`config.mk`:
```
export PLATFORM = sky130hd
export DESIGN_NAME = hostname_label_sanitizer_unit
export DESIGN_NICKNAME = d
export VERILOG_FILES = /design/src/hls_pkg.sv /design/src/hls_front.sv /design/src/hls_queue.sv /design/src/hls_back.sv /design/src/hostname_label_sanitizer_unit.sv
export SDC_FILE = /design/constraint.sdc
export NUM_CORES = 1
export LEC_CHECK = 0
export ABC_AREA = 1
export BUFFER_PORTS_ARGS = -buffer_cell sky130_fd_sc_hd__buf_4
export CAP_MARGIN = 10
export CORE_ASPECT_RATIO = 1.2
export CORE_UTILIZATION = 30
export DETAILED_ROUTE_END_ITERATION = 6
export PLACE_DENSITY = 0.55
export SLEW_MARGIN = 5
export SYNTH_ARGS = -nofsm -noshare
export SYNTH_HDL_FRONTEND = slang
export SYNTH_SLANG_ARGS = --single-unit
export TNS_END_PERCENT = 1
```
`constraint.sdc`:
```
create_clock -name aclk -period 3.85 [get_ports aclk]
set_input_delay 0.77 -clock aclk [delete_from_list [all_inputs] [get_ports aclk]]
set_output_delay 0.77 -clock aclk [all_outputs]
set_load 0.01 [all_outputs]
```
`src/hls_pkg.sv`:
```
// Shared types and constants for the hostname label sanitizer.
// Used by the front, queue, back and top-level modules.
package hls_pkg;

    localparam logic [1:0] KIND_PREFIX = 2'd0;
    localparam logic [1:0] KIND_SUFFIX = 2'd1;
    localparam logic [1:0] KIND_END    = 2'd2;
    localparam logic [1:0] KIND_NONE   = 2'd3;

    localparam logic [7:0] DASH_CHAR = 8'h2d;
    localparam logic [7:0] CASE_OFFSET = 8'h20;

    localparam int QUEUE_DEPTH = 4;
    localparam int QUEUE_AW = $clog2(QUEUE_DEPTH);

    localparam int REG_LIMIT_IDX = 0;

    typedef struct packed {
        logic       is_end;
        logic       suffix;
        logic       alnum;
        logic [7:0] ch;
    } item_t;

endpackage

```
`src/hls_front.sv`:
```
// Input stage: accepts stream words, classifies and lower-cases characters.
// Depends on hls_pkg; feeds hls_queue.
module hls_front
    import hls_pkg::*;
(
    input  logic       aclk,
    input  logic       aresetn,
    input  logic       s_tvalid,
    output logic       s_tready,
    input  logic [7:0] s_tdata,   // [7:0] ch
    input  logic [1:0] s_tuser,   // [1:0] kind
    output logic       item_vld,
    output item_t      item,
    input  logic       queue_full
);

    logic  front_vld_reg;
    logic  front_vld_next;
    item_t item_reg;
    item_t item_next;
    logic  is_lower;
    logic  is_upper;
    logic  is_digit;

    always_comb begin
        is_lower = (s_tdata >= 8'h61) && (s_tdata <= 8'h7a);
        is_upper = (s_tdata >= 8'h41) && (s_tdata <= 8'h5a);
        is_digit = (s_tdata >= 8'h30) && (s_tdata <= 8'h39);
        item_next.is_end = (s_tuser == KIND_END);
        item_next.suffix = (s_tuser == KIND_SUFFIX);
        item_next.alnum  = is_lower || is_upper || is_digit;
        if (is_upper) begin
            item_next.ch = s_tdata + CASE_OFFSET;
        end else if (is_lower || is_digit) begin
            item_next.ch = s_tdata;
        end else begin
            item_next.ch = DASH_CHAR;
        end
    end

    assign s_tready = !front_vld_reg || !queue_full;

    always_comb begin
        if (s_tready) begin
            front_vld_next = s_tvalid && (s_tuser != KIND_NONE);
        end else begin
            front_vld_next = front_vld_reg;
        end
    end

    always_ff @(posedge aclk) begin
        if (!aresetn) begin
            front_vld_reg <= 1'b0;
        end else begin
            front_vld_reg <= front_vld_next;
        end
    end

    always_ff @(posedge aclk) begin
        if (s_tready && s_tvalid) begin
            item_reg <= item_next;
        end
    end

    assign item_vld = front_vld_reg;
    assign item     = item_reg;

endmodule

```
`src/hls_queue.sv`:
```
// Short queue of classified words between the front and back stages.
// Depends on hls_pkg.
module hls_queue
    import hls_pkg::*;
(
    input  logic  aclk,
    input  logic  aresetn,
    input  logic  push,
    input  item_t push_item,
    output logic  full,
    input  logic  pop,
    output logic  head_vld,
    output item_t head
);

    item_t                  mem [QUEUE_DEPTH];
    logic [QUEUE_AW-1:0]    wr_ptr_reg;
    logic [QUEUE_AW-1:0]    rd_ptr_reg;
    logic [QUEUE_AW:0]      count_reg;
    logic                   do_push;
    logic                   do_pop;

    assign full     = (count_reg == (QUEUE_AW+1)'(QUEUE_DEPTH));
    assign head_vld = (count_reg != '0);
    assign head     = mem[rd_ptr_reg];
    assign do_push  = push && !full;
    assign do_pop   = pop && head_vld;

    always_ff @(posedge aclk) begin
        if (do_push) begin
            mem[wr_ptr_reg] <= push_item;
        end
    end

    always_ff @(posedge aclk) begin
        if (!aresetn) begin
            wr_ptr_reg <= '0;
            rd_ptr_reg <= '0;
            count_reg  <= '0;
        end else begin
            if (do_push) begin
                wr_ptr_reg <= wr_ptr_reg + 1'b1;
            end
            if (do_pop) begin
                rd_ptr_reg <= rd_ptr_reg + 1'b1;
            end
            if (do_push && !do_pop) begin
                count_reg <= count_reg + 1'b1;
            end else if (do_pop && !do_push) begin
                count_reg <= count_reg - 1'b1;
            end
        end
    end

endmodule

```
`src/hls_back.sv`:
```
// Back stage: label state, dash folding, separator and length cap, output register.
// Depends on hls_pkg; reads classified words from hls_queue.
module hls_back
    import hls_pkg::*;
(
    input  logic       aclk,
    input  logic       aresetn,
    input  logic [5:0] lim,
    input  logic       head_vld,
    input  item_t      head,
    output logic       pop,
    output logic       m_tvalid,
    input  logic       m_tready,
    output logic [7:0] m_tdata,
    output logic       m_tuser,
    output logic       m_tlast
);

    logic       in_sfx_reg, in_sfx_next;
    logic [5:0] wc_reg, wc_next;
    logic [5:0] plen_reg, plen_next;
    logic       dp_reg, dp_next;
    logic       seg_reg, seg_next;
    logic       pend_vld_reg, pend_vld_next;
    logic [7:0] pend_char_reg, pend_char_next;
    logic       out_vld_reg, out_vld_next;
    logic [7:0] out_char_reg, out_char_next;
    logic       out_has_reg, out_has_next;
    logic       out_last_reg, out_last_next;
    logic       out_free;
    logic [6:0] wc;
    logic [6:0] lim_x;
    logic       emit_sep;
    logic       emit_ch;

    assign out_free = !out_vld_reg || m_tready;
    assign lim_x    = {1'b0, lim};

    always_comb begin
        in_sfx_next    = in_sfx_reg;
        wc_next        = wc_reg;
        plen_next      = plen_reg;
        dp_next        = dp_reg;
        seg_next       = seg_reg;
        pend_vld_next  = pend_vld_reg;
        pend_char_next = pend_char_reg;
        out_vld_next   = out_vld_reg;
        out_char_next  = out_char_reg;
        out_has_next   = out_has_reg;
        out_last_next  = out_last_reg;
        pop            = 1'b0;
        wc             = {1'b0, wc_reg};
        emit_sep       = 1'b0;
        emit_ch        = 1'b0;
        if (out_free) begin
            out_vld_next = 1'b0;
            if (pend_vld_reg) begin
                out_vld_next  = 1'b1;
                out_char_next = pend_char_reg;
                out_has_next  = 1'b1;
                out_last_next = 1'b0;
                pend_vld_next = 1'b0;
            end else if (head_vld) begin
                pop = 1'b1;
                if (head.is_end) begin
                    out_vld_next  = 1'b1;
                    out_char_next = 8'h00;
                    out_has_next  = 1'b0;
                    out_last_next = 1'b1;
                    in_sfx_next   = 1'b0;
                    wc_next       = '0;
                    plen_next     = '0;
                    dp_next       = 1'b0;
                    seg_next      = 1'b0;
                end else begin
                    if (head.suffix && !in_sfx_reg) begin
                        in_sfx_next = 1'b1;
                        plen_next   = wc_reg;
                        seg_next    = 1'b0;
                        dp_next     = 1'b0;
                    end
                    if (!head.alnum) begin
                        if (seg_next) begin
                            dp_next = 1'b1;
                        end
                    end else begin
                        if (!seg_next) begin
                            seg_next = 1'b1;
                            dp_next  = 1'b0;
                            if (in_sfx_next && (plen_next != '0)) begin
                                if (({1'b0, plen_next} + 7'd1) < lim_x) begin
                                    emit_sep = 1'b1;
                                    wc       = wc + 7'd1;
                                end else begin
                                    wc = lim_x;
                                end
                            end
                        end else if (dp_next) begin
                            dp_next = 1'b0;
                            if (wc < lim_x) begin
                                emit_sep = 1'b1;
                                wc       = wc + 7'd1;
                            end
                        end
                        if (wc < lim_x) begin
                            emit_ch = 1'b1;
                            wc      = wc + 7'd1;
                        end
                    end
                    wc_next       = wc[5:0];
                    out_vld_next  = emit_sep || emit_ch;
                    out_has_next  = 1'b1;
                    out_last_next = 1'b0;
                    out_char_next = emit_sep ? DASH_CHAR : head.ch;
                    if (emit_sep && emit_ch) begin
                        pend_vld_next  = 1'b1;
                        pend_char_next = head.ch;
                    end
                end
            end
        end
    end

    always_ff @(posedge aclk) begin
        if (!aresetn) begin
            in_sfx_reg   <= 1'b0;
            wc_reg       <= '0;
            plen_reg     <= '0;
            dp_reg       <= 1'b0;
            seg_reg      <= 1'b0;
            pend_vld_reg <= 1'b0;
            out_vld_reg  <= 1'b0;
        end else begin
            in_sfx_reg   <= in_sfx_next;
            wc_reg       <= wc_next;
            plen_reg     <= plen_next;
            dp_reg       <= dp_next;
            seg_reg      <= seg_next;
            pend_vld_reg <= pend_vld_next;
            out_vld_reg  <= out_vld_next;
        end
    end

    always_ff @(posedge aclk) begin
        pend_char_reg <= pend_char_next;
        out_char_reg  <= out_char_next;
        out_has_reg   <= out_has_next;
        out_last_reg  <= out_last_next;
    end

    assign m_tvalid = out_vld_reg;
    assign m_tdata  = out_char_reg;
    assign m_tuser  = out_has_reg;
    assign m_tlast  = out_last_reg;

endmodule

```
`src/hostname_label_sanitizer_unit.sv`:
```
// Path: a word accepted at the input passes the input register, the queue and
// the output register before its first result word is valid; a separator leaves
// ahead of the character that follows it, which waits in a pending register.
// Throughput: one word per cycle while m_tready holds; a word that yields two
// results stalls the back stage; the four-entry queue absorbs the difference.
// Reset: synchronous, active low; clears label state, the limit returns to 63.
module hostname_label_sanitizer_unit
    import hls_pkg::*;
#(
    parameter int LENGTH_CAP = 63
) (
    input  logic        aclk,
    input  logic        aresetn,
    input  logic        s_tvalid,
    output logic        s_tready,
    input  logic [7:0]  s_tdata,   // [7:0] ch
    input  logic [1:0]  s_tuser,   // [1:0] kind
    output logic        m_tvalid,
    input  logic        m_tready,
    output logic [7:0]  m_tdata,   // [7:0] out_char
    output logic        m_tuser,   // [0] has_char
    output logic        m_tlast,
    input  logic        psel,
    input  logic        penable,
    input  logic        pwrite,
    input  logic [2:0]  paddr,
    input  logic [31:0] pwdata,
    output logic [31:0] prdata,
    output logic        pready
);

    localparam logic [5:0] MAX_LIM = 6'(LENGTH_CAP);
    localparam logic [2:0] ADDR_LIMIT = 3'(4 * REG_LIMIT_IDX);

    logic [5:0] limit_reg;
    logic [5:0] lim;
    logic       item_vld;
    item_t      item;
    logic       queue_full;
    logic       pop;
    logic       head_vld;
    item_t      head;

    assign pready = 1'b1;
    assign prdata = (paddr == ADDR_LIMIT) ? {26'd0, limit_reg} : 32'd0;

    always_ff @(posedge aclk) begin
        if (!aresetn) begin
            limit_reg <= 6'd63;
        end else if (psel && penable && pwrite && pready && (paddr == ADDR_LIMIT)) begin
            limit_reg <= pwdata[5:0];
        end
    end

    assign lim = (limit_reg < MAX_LIM) ? limit_reg : MAX_LIM;

    hls_front u_front (
        .aclk       (aclk),
        .aresetn    (aresetn),
        .s_tvalid   (s_tvalid),
        .s_tready   (s_tready),
        .s_tdata    (s_tdata),
        .s_tuser    (s_tuser),
        .item_vld   (item_vld),
        .item       (item),
        .queue_full (queue_full)
    );

    hls_queue u_queue (
        .aclk      (aclk),
        .aresetn   (aresetn),
        .push      (item_vld),
        .push_item (item),
        .full      (queue_full),
        .pop       (pop),
        .head_vld  (head_vld),
        .head      (head)
    );

    hls_back u_back (
        .aclk     (aclk),
        .aresetn  (aresetn),
        .lim      (lim),
        .head_vld (head_vld),
        .head     (head),
        .pop      (pop),
        .m_tvalid (m_tvalid),
        .m_tready (m_tready),
        .m_tdata  (m_tdata),
        .m_tuser  (m_tuser),
        .m_tlast  (m_tlast)
    );

endmodule
```
==> key figures, run 1 <==
STA
  – Final hold viol count: 0
  – Worst slew pin tran: 1.06 ns
  – Setup violations, final: 9
  – Slew Limit Headroom: 28.9%
  – PnR worst setup slack: -0.0428 ns
  – Max Freq: 257 MHz
  – Final Critical Period: 3.89 ns
  – Fin crit share: 101%
  – Min Hold Slack: 0.457 ns
  – Clk_skew: 0.00697 ns
  – Fin. max-slew vios: 0
  – RSZ-0062 raised after global routing: yes

Placed design
  – RePlAce Congestion: 0.821
  – Placed Instances: 930
  – IO buf count: 43
  – Dpl hpwl: 8830 µm

GRT
  – First-pass GRT wire length: 19,500 µm
  – Vias in the first global route: 4,037
  – Overall Global Routing Usage: 13.1%
  – Initial antenna violation count: 0
  – GR Overflow Total: 0
  – Largest net degree at the start of global routing: 25

Clock tree
  – Clock slew at reported path FFs: 0.08 ns
  – CTS Hold Bufs: 0
  – Root buffer cell: clkbuf_16
  – Clock sinks: 106
  – CTS tree: done
  – H-tree Lvls: 3
  – Worst skew pair latency: 0.35 ns
  – CTS Buf Count: 9
  – Clock Tree Buf Depth: 2

Synth
  – XOR/XNOR Fraction of Synth Area: 1.10%
  – Synth Area in Adders: 5.96%
  – Synth Area in Simple Gates: 20.6%
  – Register area share after synthesis: 51.1%
  – Largest family of logic cells by synthesized area: simple AND/OR/NAND/NOR gates
  – Syn_area_per_cell: 8.86 µm²
  – Post-synthesis compound-gate area fraction: 11.2%
  – Post-synthesis cell count: 630
  – Synth async-reset ratio: 0%
  – Post-Syn Area: 5580 µm²
  – Top_reg_cell synth: edfxtp_1
  – Ys Warns: 0
  – Unique masters post-synth: 37
  – Synth Register Bits: 106
  – Number of synthesized flops with an enable pin: 73
  – Mux cell area share after synthesis: 0%

Power
  – Power Density: 835 nW/µm²
  – Max IR drop VDD: 376 µV
  – P_leak: 3.14 nW
  – Tot Pwr: 5.92 mW

Status
  – Status: finished with violations
  – Failing checks: setup timing

Floorplan
  – Die ar.: 19,200 µm²
  – Boundary pin count: 97
  – Chip Width: 127 µm
  – Die Y: 151 µm
  – Initial cell density of the core: 30.7%
  – Rows: 54
  – Core Region: 18,200 µm²

Finish
  – Filler cell count: 1,825
  – Post-Layout Cell Count: 964
  – Syn-to-layout area delta: 27.0%
  – Max reg flops: 44
  – # nets final: 813
  – Fin util: 39.0%
  – Share of post-route cells with drive strength above 1: 25.0%
  – Ant diodes: 0

Worst setup path
  – Max stage delay on crit path: 0.37 ns
  – Slowest CP cell: dfxtp_4
  – CP top delay family: simple AND/OR/NAND/NOR gates
  – Critical Path RT: 3.92 ns
  – Setup CP Type: reg2reg
  – Crit path DAT: 3.97 ns
  – Critical path startpoint category: flip-flop
  – Largest fanout on the critical path: 8
  – CP Capture Type: flip-flop
  – Buffers & Inverters on Critical Path: 3

Route
  – DR vias: 4,329
  – Final antenna-violating net count: 0
  – WL final: 12,000 µm
  – DRC viols: 0
  – Pre-Repair DR Iteration Count: 4
  – Initial DRC Count: 251
  – Drt wl/cell: 12.5 µm
  – Vias per inst: 4.49

Flow run
  – Max_cap viols: 0

Hold path
  – Min-delay worst type: reg2reg
==> tightest hold or removal path, stage by stage, from the launching register on <==
cell	delay (ns)
dfxtp_1	0.30
inv_1	0.05
a21oi_1	0.07
==> synth_stat cells, drive strengths merged, types with 2 or more instances <==
cell    instances  area share [%]
nand2         128             9.0
inv            80             5.4
edfxtp         73              39
nor2           72             5.4
o21ai          47             4.2
a21oi          45             4.0
nand3          36             4.1
dfxtp          33              12
buf            29             3.8
ha             25             5.6
nand4          14             1.6
clkbuf         10            0.67
o22ai           9             1.0
xor2            7             1.1
nor3            5            0.54
a22o            4            0.63
a32oi           2            0.31
conb            2            0.13
==> per-layer routing <==
layer  GRT usage (%)  vias up  wire length (µm)
met2            23.8       85              6080
li1                -     2274                 -
met3            2.32       12               466
met4            4.10        0               133
met5               0        -                 0
met1            15.8     1958              5350
==> final cells by class <==
type,count,area (µm²),share of cell area (%)
inverter,80,315,4.45
clock buffer,9,225,3.18
tap,224,280,3.95
clock inverter,7,101,1.43
multi-input combinational,430,2480,35.0
timing repair buffer,108,826,11.6
sequential,106,2860,40.3
==> final timing paths <==
check        slack (ns)                                end  cells after the start                          startpoint
min                0.46                          flip-flop                      2  u_queue.rd_ptr_reg[1]$_SDFFE_PN0P_
min reg2reg        0.46                          flip-flop                      2  u_queue.rd_ptr_reg[1]$_SDFFE_PN0P_
max               -0.04  u_back.pend_char_reg[6]$_DFFE_PP_                     26                           flip-flop
max reg2reg       -0.04  u_back.pend_char_reg[6]$_DFFE_PP_                     26                           flip-flop
==> stage by stage <==
stage / worst slack (ns) / instance area, µm² / setup TNS (ns)
floorplan: 0.0195 / 5690 / 0
global placement: -0.245 / 6390 / -3.04
detailed placement: -0.250 / 6390 / -3.11
CTS: -0.0684 / 6850 / -0.538
global route: -0.296 / 7090 / -5.00
finish: -0.0428 / 7090 / -0.341
==> cell usage in the layout (no fill, tap or decap), types with 3 or more instances in the layout <==
cell       netlist  routed
nand4_1         14      14
dfxtp_1         33      31
inv_1           77      73
buf_4           27     104
nor2_1          66      62
clkbuf_16        0       9
buf_6            0       4
nor2_2           3       6
a22o_1           4       4
nor3_1           4       3
nor2_4           3       4
nand2_2          8      10
o22ai_1          9       9
a21oi_1         45      38
inv_2            2       3
conb_1           2      27
nand2_1        120     107
nand3_4          3       5
ha_4             0       3
nand2_4          0      11
nand3_1         31      30
o21ai_1          3       3
a21oi_2          0       6
xor2_1           7       7
ha_1            25      22
edfxtp_1        73      73
o21ai_0         44      42
==> logic make-up after synthesis <==
family	after synthesis
flops	106
buf+inv	119
xor+xnor	7
compound gates	114
fa+ha+maj	26
simple gates	256
other cells	2
==> power by group <==
part	switching (mW)	total [mW]	leakage (nW)	internal [mW]
sequential	0.0999	1.58	0.939	1.48
clock	0.462	0.990	0.156	0.527
combinational	1.88	3.35	2.04	1.47
==> what timing repair did <==
action                     4_1_cts  5_1_grt
gates resized for setup         22       40
setup buffers                    7       11
setup endpoints to repair       16       20
pin swaps                       21       28
(Power assumes the default switching activity.)
==> run 2, diff against run 1 <==
- ABC_AREA: 1 -> not set
- CORE_ASPECT_RATIO: 1.2 -> not set
- SETUP_SLACK_MARGIN: not set -> 0.4
==> key figures, run 2 <==
Floorplan
  – Initial cell density of the core: 31.1% (+0.33 points)
  – Boundary pin count: 97 (unchanged)
  – Chip Width: 137 µm (+7.9%)
  – Die ar.: 18,600 µm² (-2.8%)
  – Rows: 48 (-11%)
  – Die Y: 137 µm (-9.9%)
  – Core Region: 17,500 µm² (-3.8%)

Placed design
  – RePlAce Congestion: 0.881 (+7.4%)
  – IO buf count: 43 (unchanged)
  – DP Area: 6530 µm² (+2.1%)
  – Dpl hpwl: 9520 µm (+7.9%)
  – Dpl ws: -0.679 ns (-0.429 ns)

Finish
  – Commonest non-fill, non-tap cells in the layout: buf_4, edfxtp_1, nand2_1, nor2_1, dfxtp_1
  – Max reg flops: 44 (unchanged)
  – Ant diodes: 0 (unchanged)
  – Commonest non-fill, non-tap cell in the layout: buf_4
  – Fin area: 7100 µm² (+0.19%)
  – Syn-to-layout area delta: 30.9%
  – Filler cell count: 1,680 (-7.9%)
  – Fin util: 40.6% (+1.6 points)
  – # nets final: 676 (-17%)
  – Share of post-route cells with drive strength above 1: 33.3% (+8.3 points)

GRT
  – GRT busiest layer: met2
  – First-pass GRT wire length: 19,800 µm (+1.6%)
  – Met1 GRT Util: 16.7% (+0.90 points)
  – GR Overflow Total: 0 (unchanged)
  – Initial antenna violation count: 0 (unchanged)
  – Largest net degree at the start of global routing: 22 (-12%)
  – Overall Global Routing Usage: 14.2% (+1.1 points)
  – Vias in the first global route: 3,937 (-2.5%)
  – GRT met3 Usage: 3.11% (+0.79 points)
  – GRT met2 Usage: 25.4% (+1.6 points)

Power
  – Switching Share: 31.3% (-10 points)
  – Max IR drop VDD: 313 µV (-17%)
  – P_leak: 2.87 nW (-8.5%)
  – Internal power: 2.47 mW (-29%)
  – Share of power burned in registers: 41.3% (+15 points)
  – Net switching power figure: 1.13 mW (-54%)
  – Logic pwr share: 32.8% (-24 points)
  – Power Density: 506 nW/µm² (-39%)
  – Clock power share: 25.8% (+9.1 points)
  – Tot Pwr: 3.59 mW (-39%)

STA
  – RSZ-0062 raised after global routing: yes
  – Worst slew pin tran: 0.869 ns (-0.194 ns)
  – Final hold viol count: 0 (unchanged)
  – PnR worst setup slack: -0.633 ns (-0.590 ns)
  – Final Critical Period: 4.48 ns (+0.590 ns)
  – Setup violations, final: 16 (+7)
  – Max Freq: 223 MHz (-13%)
  – TNS Setup: -8.95 ns (-8.61 ns)
  – Slew Limit Headroom: 41.7% (+13 points)
  – Fin crit share: 116% (+15 points)
  – Clk_skew: 0.0131 ns (+0.00617 ns)
  – Fin. max-slew vios: 0 (unchanged)

Clock tree
  – Root buffer cell: clkbuf_16
  – Clock slew at reported path FFs: 0.07 ns (about the same)
  – Worst skew pair latency: 0.34 ns (about the same)
  – Clock Tree Buf Depth: 2 (unchanged)
  – Clock sinks: 106 (unchanged)
  – CTS tree: done
  – CTS Buf Count: 9 (unchanged)
  – H-tree Lvls: 3 (unchanged)

Status
  – Failing checks: setup timing
  – Status: finished with violations

Worst setup path
  – Crit path DAT: 4.54 ns (+0.57 ns)
  – Buffers & Inverters on Critical Path: 2 (-1)
  – CP top delay family: compound AO/OA/AOI/OAI gates
  – Slowest CP cell: dfxtp_4
  – CP Capture Type: flip-flop
  – Critical Path RT: 3.91 ns (about the same)
  – CP cell instances: mux2i_4 -> o22a_4 -> mux2i_2 -> ha_1 -> ha_1 -> and3_4 -> o211ai_1 -> nand3_2 -> o21a_4 -> o221a_4 -> ha_4 -> o21a_1 -> o2111ai_2 -> o221a_2 -> o211a_1 -> nor3b_4 -> buf_4 -> buf_12
  – Crit-path most repeated cell: ha_1
  – Largest fanout on the critical path: 7 (-1)
  – Setup CP Type: reg2reg
  – Max stage delay on crit path: 0.39 ns (+0.02 ns)
  – Critical path startpoint category: flip-flop

Route
  – Vias per inst: 4.70 (+4.6%)
  – Initial DRC Count: 181 (-28%)
  – Pre-Repair DR Iteration Count: 5 (+1)
  – DR vias: 3,891 (-10%)
  – Drt wl/cell: 15.2 µm (+21%)
  – WL final: 12,500 µm (+4.3%)
  – Final antenna-violating net count: 0 (unchanged)
  – DRC viols: 0 (unchanged)

Synth
  – Count leader, synth: edfxtp_1
  – Main area contributors after synthesis: edfxtp_1, dfxtp_1, ha_1, mux4_2, buf_4
  – Area leader, netlist: edfxtp_1
  – Syn_area_per_cell: 11.5 µm² (+29%)
  – Top cell type's share of synthesized area: 40.4% (+1.1 points)
  – Post-synth top cells: edfxtp_1, nand2_1, nor2_1
  – Synth async-reset ratio: 0% (unchanged)
  – Ys Warns: 0 (unchanged)
  – Post-Syn Area: 5430 µm² (-2.8%)
  – Register area share after synthesis: 52.6% (+1.5 points)
  – Post-synthesis cell count: 474 (-25%)
  – Top_reg_cell synth: edfxtp_1
  – Unique masters post-synth: 63 (+70%)
  – Synth Register Bits: 106 (unchanged)
  – Number of synthesized flops with an enable pin: 73 (unchanged)

Hold path
  – Min-delay worst type: reg2reg

Flow run
  – Max_cap viols: 0 (unchanged)
==> run 2: changes by cell type after synthesis, moves of 18 or more <==
| cell | previous run | this run |
|---|---|---|
| nand2_1 | 120 | 42 |
| inv_1 | 77 | 17 |
| a21oi_1 | 45 | 15 |
| nor2_1 | 66 | 36 |
| o21ai_0 | 44 | 17 |
| and2_1 | 0 | 18 |
| nand3_1 | 31 | 13 |
==> run 2: power by group through the flow <==
stage	registers (mW)	logic (mW)	clock network [mW]
final	1.49	1.18	0.929
after global routing	1.50	1.30	1.01
after CTS	1.49	1.14	0.965
after detailed placement	1.51	1.11	0
after global placement	1.51	1.10	0
after floorplan	1.52	0.679	0
==> run 2: repair_timing <==
action,4_1_cts,5_1_grt
gates resized for setup,13,26
gates cloned,1,0
setup buffers,9,3
setup endpoints to repair,24,24
pin swaps,14,25
endpoints found under the hold margin,0,0
hold buffers,0,0
==> run 2: layout make-up <==
class	instances	area, µm²	share of cell area, %
clock buffer	11	264	3.72
clock inverter	5	48.8	0.687
inverter	18	67.6	0.951
multi-input combinational	332	2540	35.8
sequential	106	2860	40.3
tap	225	282	3.96
timing repair buffer	131	1040	14.7
==> run 2: worst paths after layout <==
kind | depth (start not counted) | slack (ns) | startpoint | end
hold / removal | 2 | 0.51 | u_back.seg_reg$_SDFFE_PN0P_ | u_back.seg_reg$_SDFFE_PN0P_
setup reg to reg | 18 | -0.63 | flip-flop | u_back.pend_char_reg[6]$_DFFE_PP_
setup / recovery | 18 | -0.63 | flip-flop | u_back.pend_char_reg[6]$_DFFE_PP_
hold reg to reg | 2 | 0.51 | u_back.seg_reg$_SDFFE_PN0P_ | u_back.seg_reg$_SDFFE_PN0P_
==> run 2: tightest hold or removal path, cell delays in order (launching register included) <==
cell	delay (ns)
dfxtp_1	0.34
nand2_1	0.07
a21oi_1	0.06
==> run 2: cells by family after synthesis <==
kind of cell / Yosys count / synth area share, %
other: 2 / 0.138
buffers and inverters: 61 / 6.27
muxes: 26 / 7.19
xor gates and xnor gates: 16 / 2.58
DFF: 106 / 52.6
adders and majority gates: 26 / 6.13
and+or+nand+nor: 151 / 13.5
AOI/OAI and AO/OA: 86 / 11.6
==> run 2: layer usage <==
metal | share of wire [%] | routed length, µm
met1 | 44 | 5470
met4 | 1.5 | 183
met3 | 3.1 | 385
met5 | 0 | 0
met2 | 52 | 6510
==> run 2: through the flow <==
stage / hold WS [ns] / std cells
final: 0.506 / 828
after global routing: 0.527 / 828
after CTS: 0.506 / 825
after detailed placement: 0.495 / 799
after global placement: 0.472 / 799
after floorplan: 0.459 / 499
==> run 3, diff against run 2 <==
- SKIP_LAST_GASP: not set -> 1
==> key figures, run 3 (same netlist as run 2, synthesis figures left out) <==
STA
  – PnR worst setup slack: -0.643 ns (-0.00999 ns)
  – Clk_skew: 0.0122 ns (-0.000977 ns)
  – TNS Setup: -9.40 ns (-0.448 ns)
  – Final Critical Period: 4.49 ns (+0.00999 ns)
  – Max Freq: 223 MHz (-0.22%)
  – Fin crit share: 117% (+0.26 points)
  – Worst slew pin tran: 0.869 ns (+0.000621 ns)
  – Setup violations, final: 16 (unchanged)
  – Slew Limit Headroom: 41.6% (-0.042 points)
  – Fin. max-slew vios: 0 (unchanged)
  – RSZ-0062 raised after global routing: yes
  – Final hold viol count: 0 (unchanged)

Floorplan
  – Chip Width: 137 µm (unchanged)
  – Die ar.: 18,600 µm² (unchanged)
  – Die Y: 137 µm (unchanged)
  – Boundary pin count: 97 (unchanged)
  – Initial cell density of the core: 31.1% (unchanged)
  – Core Region: 17,500 µm² (unchanged)
  – Rows: 48 (unchanged)

Worst setup path
  – Reg2Reg Depth: 18 (unchanged)
  – Crit path DAT: 4.55 ns (about the same)
  – End of the worst register-to-register path: u_back.pend_char_reg[6]$_DFFE_PP_
  – R2r setup slk: -0.64 ns (about the same)
  – Critical path startpoint category: flip-flop
  – Buffers & Inverters on Critical Path: 2 (unchanged)
  – CP top delay family: compound AO/OA/AOI/OAI gates
  – Crit-path most repeated cell: ha_1
  – CP Capture Type: flip-flop
  – Setup crit end: u_back.pend_char_reg[6]$_DFFE_PP_
  – Setup CP Type: reg2reg
  – CP cell instances: mux2i_4 -> o22a_4 -> mux2i_2 -> ha_1 -> ha_1 -> and3_4 -> o211ai_1 -> nand3_2 -> o21a_4 -> o221a_4 -> ha_4 -> o21a_1 -> o2111ai_2 -> o221a_2 -> o211a_1 -> nor3b_4 -> buf_4 -> buf_12
  – Critical Path RT: 3.91 ns (about the same)
  – Max stage delay on crit path: 0.39 ns (about the same)
  – Largest fanout on the critical path: 7 (unchanged)
  – Critical Path Stages: 18 (unchanged)
  – Slowest CP cell: dfxtp_4

Clock tree
  – Root buffer cell: clkbuf_16
  – Clock sinks: 106 (unchanged)
  – H-tree Lvls: 3 (unchanged)
  – CTS tree: done
  – CTS Buf Count: 9 (unchanged)
  – Clock slew at reported path FFs: 0.07 ns (about the same)
  – Clock Tree Buf Depth: 2 (unchanged)
  – Worst skew pair latency: 0.34 ns (about the same)

Flow run
  – Max_cap viols: 0 (unchanged)

GRT
  – Overall Global Routing Usage: 14.2% (unchanged)
  – Vias in the first global route: 3,937 (unchanged)
  – GR Overflow Total: 0 (unchanged)
  – First-pass GRT wire length: 19,800 µm (unchanged)
  – Initial antenna violation count: 0 (unchanged)
  – Largest net degree at the start of global routing: 22 (unchanged)

Route
  – WL final: 12,600 µm (+0.28%)
  – Vias per inst: 4.70 (about the same)
  – DR vias: 3,889 (-0.051%)
  – Drt wl/cell: 15.2 µm (+0.28%)
  – Final antenna-violating net count: 0 (unchanged)
  – Pre-Repair DR Iteration Count: 7 (+2)
  – Initial DRC Count: 182 (+0.55%)
  – DRC viols: 1 (+1)

Finish
  – Commonest non-fill, non-tap cell in the layout: buf_4
  – Commonest non-fill, non-tap cells in the layout: buf_4, edfxtp_1, nand2_1, nor2_1, dfxtp_1
  – # nets final: 676 (unchanged)
  – Multi-input logic area: 2520 µm² (-0.84%)
  – Syn-to-layout area delta: 30.3%
  – Max reg flops: 44 (unchanged)
  – Ant diodes: 0 (unchanged)
  – Filler cell count: 1,686 (+0.36%)
  – Share of post-route cells with drive strength above 1: 32.8% (-0.50 points)
  – Register area: 2860 µm² (unchanged)

Status
  – Status: finished with violations
  – Failing checks: DRC, setup timing

Hold path
  – Hold Startpoint: u_front.item[5]$_DFFE_PP_
  – Min-delay worst type: reg2reg

Power
  – Max IR drop VDD: 310 µV (-1.0%)
  – P_leak: 2.87 nW (-0.16%)
  – Power Density: 507 nW/µm² (+0.28%)
  – Tot Pwr: 3.59 mW (-0.13%)

Placed design
  – IO buf count: 43 (unchanged)
  – Dpl hpwl: 9520 µm (unchanged)
  – RePlAce Congestion: 0.881 (unchanged)
run 3: layer usage:
layer | vias to the layer above | global-route usage (%) | wire length, µm
met4 | 0 | 4.63 | 181
met1 | 1881 | 16.7 | 5620
met3 | 6 | 3.11 | 335
li1 | 1938 | - | -
met5 | - | 0 | 0
met2 | 64 | 25.4 | 6450
run 3: report_power, final:
| group | internal (mW) | total, mW | switching (mW) |
|---|---|---|---|
| clock network | 0.511 | 0.934 | 0.423 |
| registers | 1.40 | 1.49 | 0.0847 |
| logic | 0.552 | 1.17 | 0.617 |
| total | 2.47 | 3.59 | 1.13 |
run 3: stage by stage:
| step | utilization (%) | hold slack (ns) | setup WS, ns | area [µm²] | cells |
|---|---|---|---|---|---|
| global route | 40.5 | 0.527 | -0.852 | 7070 | 828 |
| CTS | 39.9 | 0.506 | -0.632 | 6970 | 825 |
| finish | 40.5 | 0.509 | -0.643 | 7070 | 828 |
| global placement | 37.4 | 0.472 | -0.728 | 6530 | 799 |
| floorplan | - | 0.459 | -0.585 | 5640 | 499 |
| detailed placement | 37.4 | 0.495 | -0.679 | 6530 | 799 |
run 3: how the worst min path moves through the flow:
stage | endpoint | slack [ns] | cells after the start
after floorplan | u_queue.mem[0][0]$_DFFE_PP_ | 0.46 | 0
after global placement | u_queue.mem[2][0]$_DFFE_PP_ | 0.47 | 0
after detailed placement | u_queue.mem[2][2]$_DFFE_PP_ | 0.50 | 0
after CTS | u_back.seg_reg$_SDFFE_PN0P_ | 0.51 | 2
after global routing | u_back.seg_reg$_SDFFE_PN0P_ | 0.53 | 2
final | u_queue.mem[2][5]$_DFFE_PP_ | 0.51 | 0
run 3: timing repair:
item | in CTS | in global routing
buffers inserted | 9 | 3
cloned | 1 | 0
pin swaps | 14 | 17
endpoints found under the setup margin | 24 | 24
gates resized for setup | 13 | 16
hold buffers | 0 | 0
run 3: worst reg2reg max path, stage by stage, from the launching register on:
cell and delay [ns]:
dfxtp_4 0.39, mux2i_4 0.27, o22a_4 0.21, mux2i_2 0.25, ha_1 0.29, ha_1 0.28
and3_4 0.18, o211ai_1 0.09, nand3_2 0.21, o21a_4 0.31, o221a_4 0.28, ha_4 0.20
o21a_1 0.17, o2111ai_2 0.20, o221a_2 0.21, o211a_1 0.18, nor3b_4 0.24, buf_4 0.16
buf_12 0.10
run 3: cell type report:
class                      count  area share (%)
clock buffer                  11            3.73
tap                          225            3.98
clock inverter                 5           0.690
multi-input combinational    332            35.6
sequential                   106            40.4
timing repair buffer         131            14.6
inverter                      18           0.955
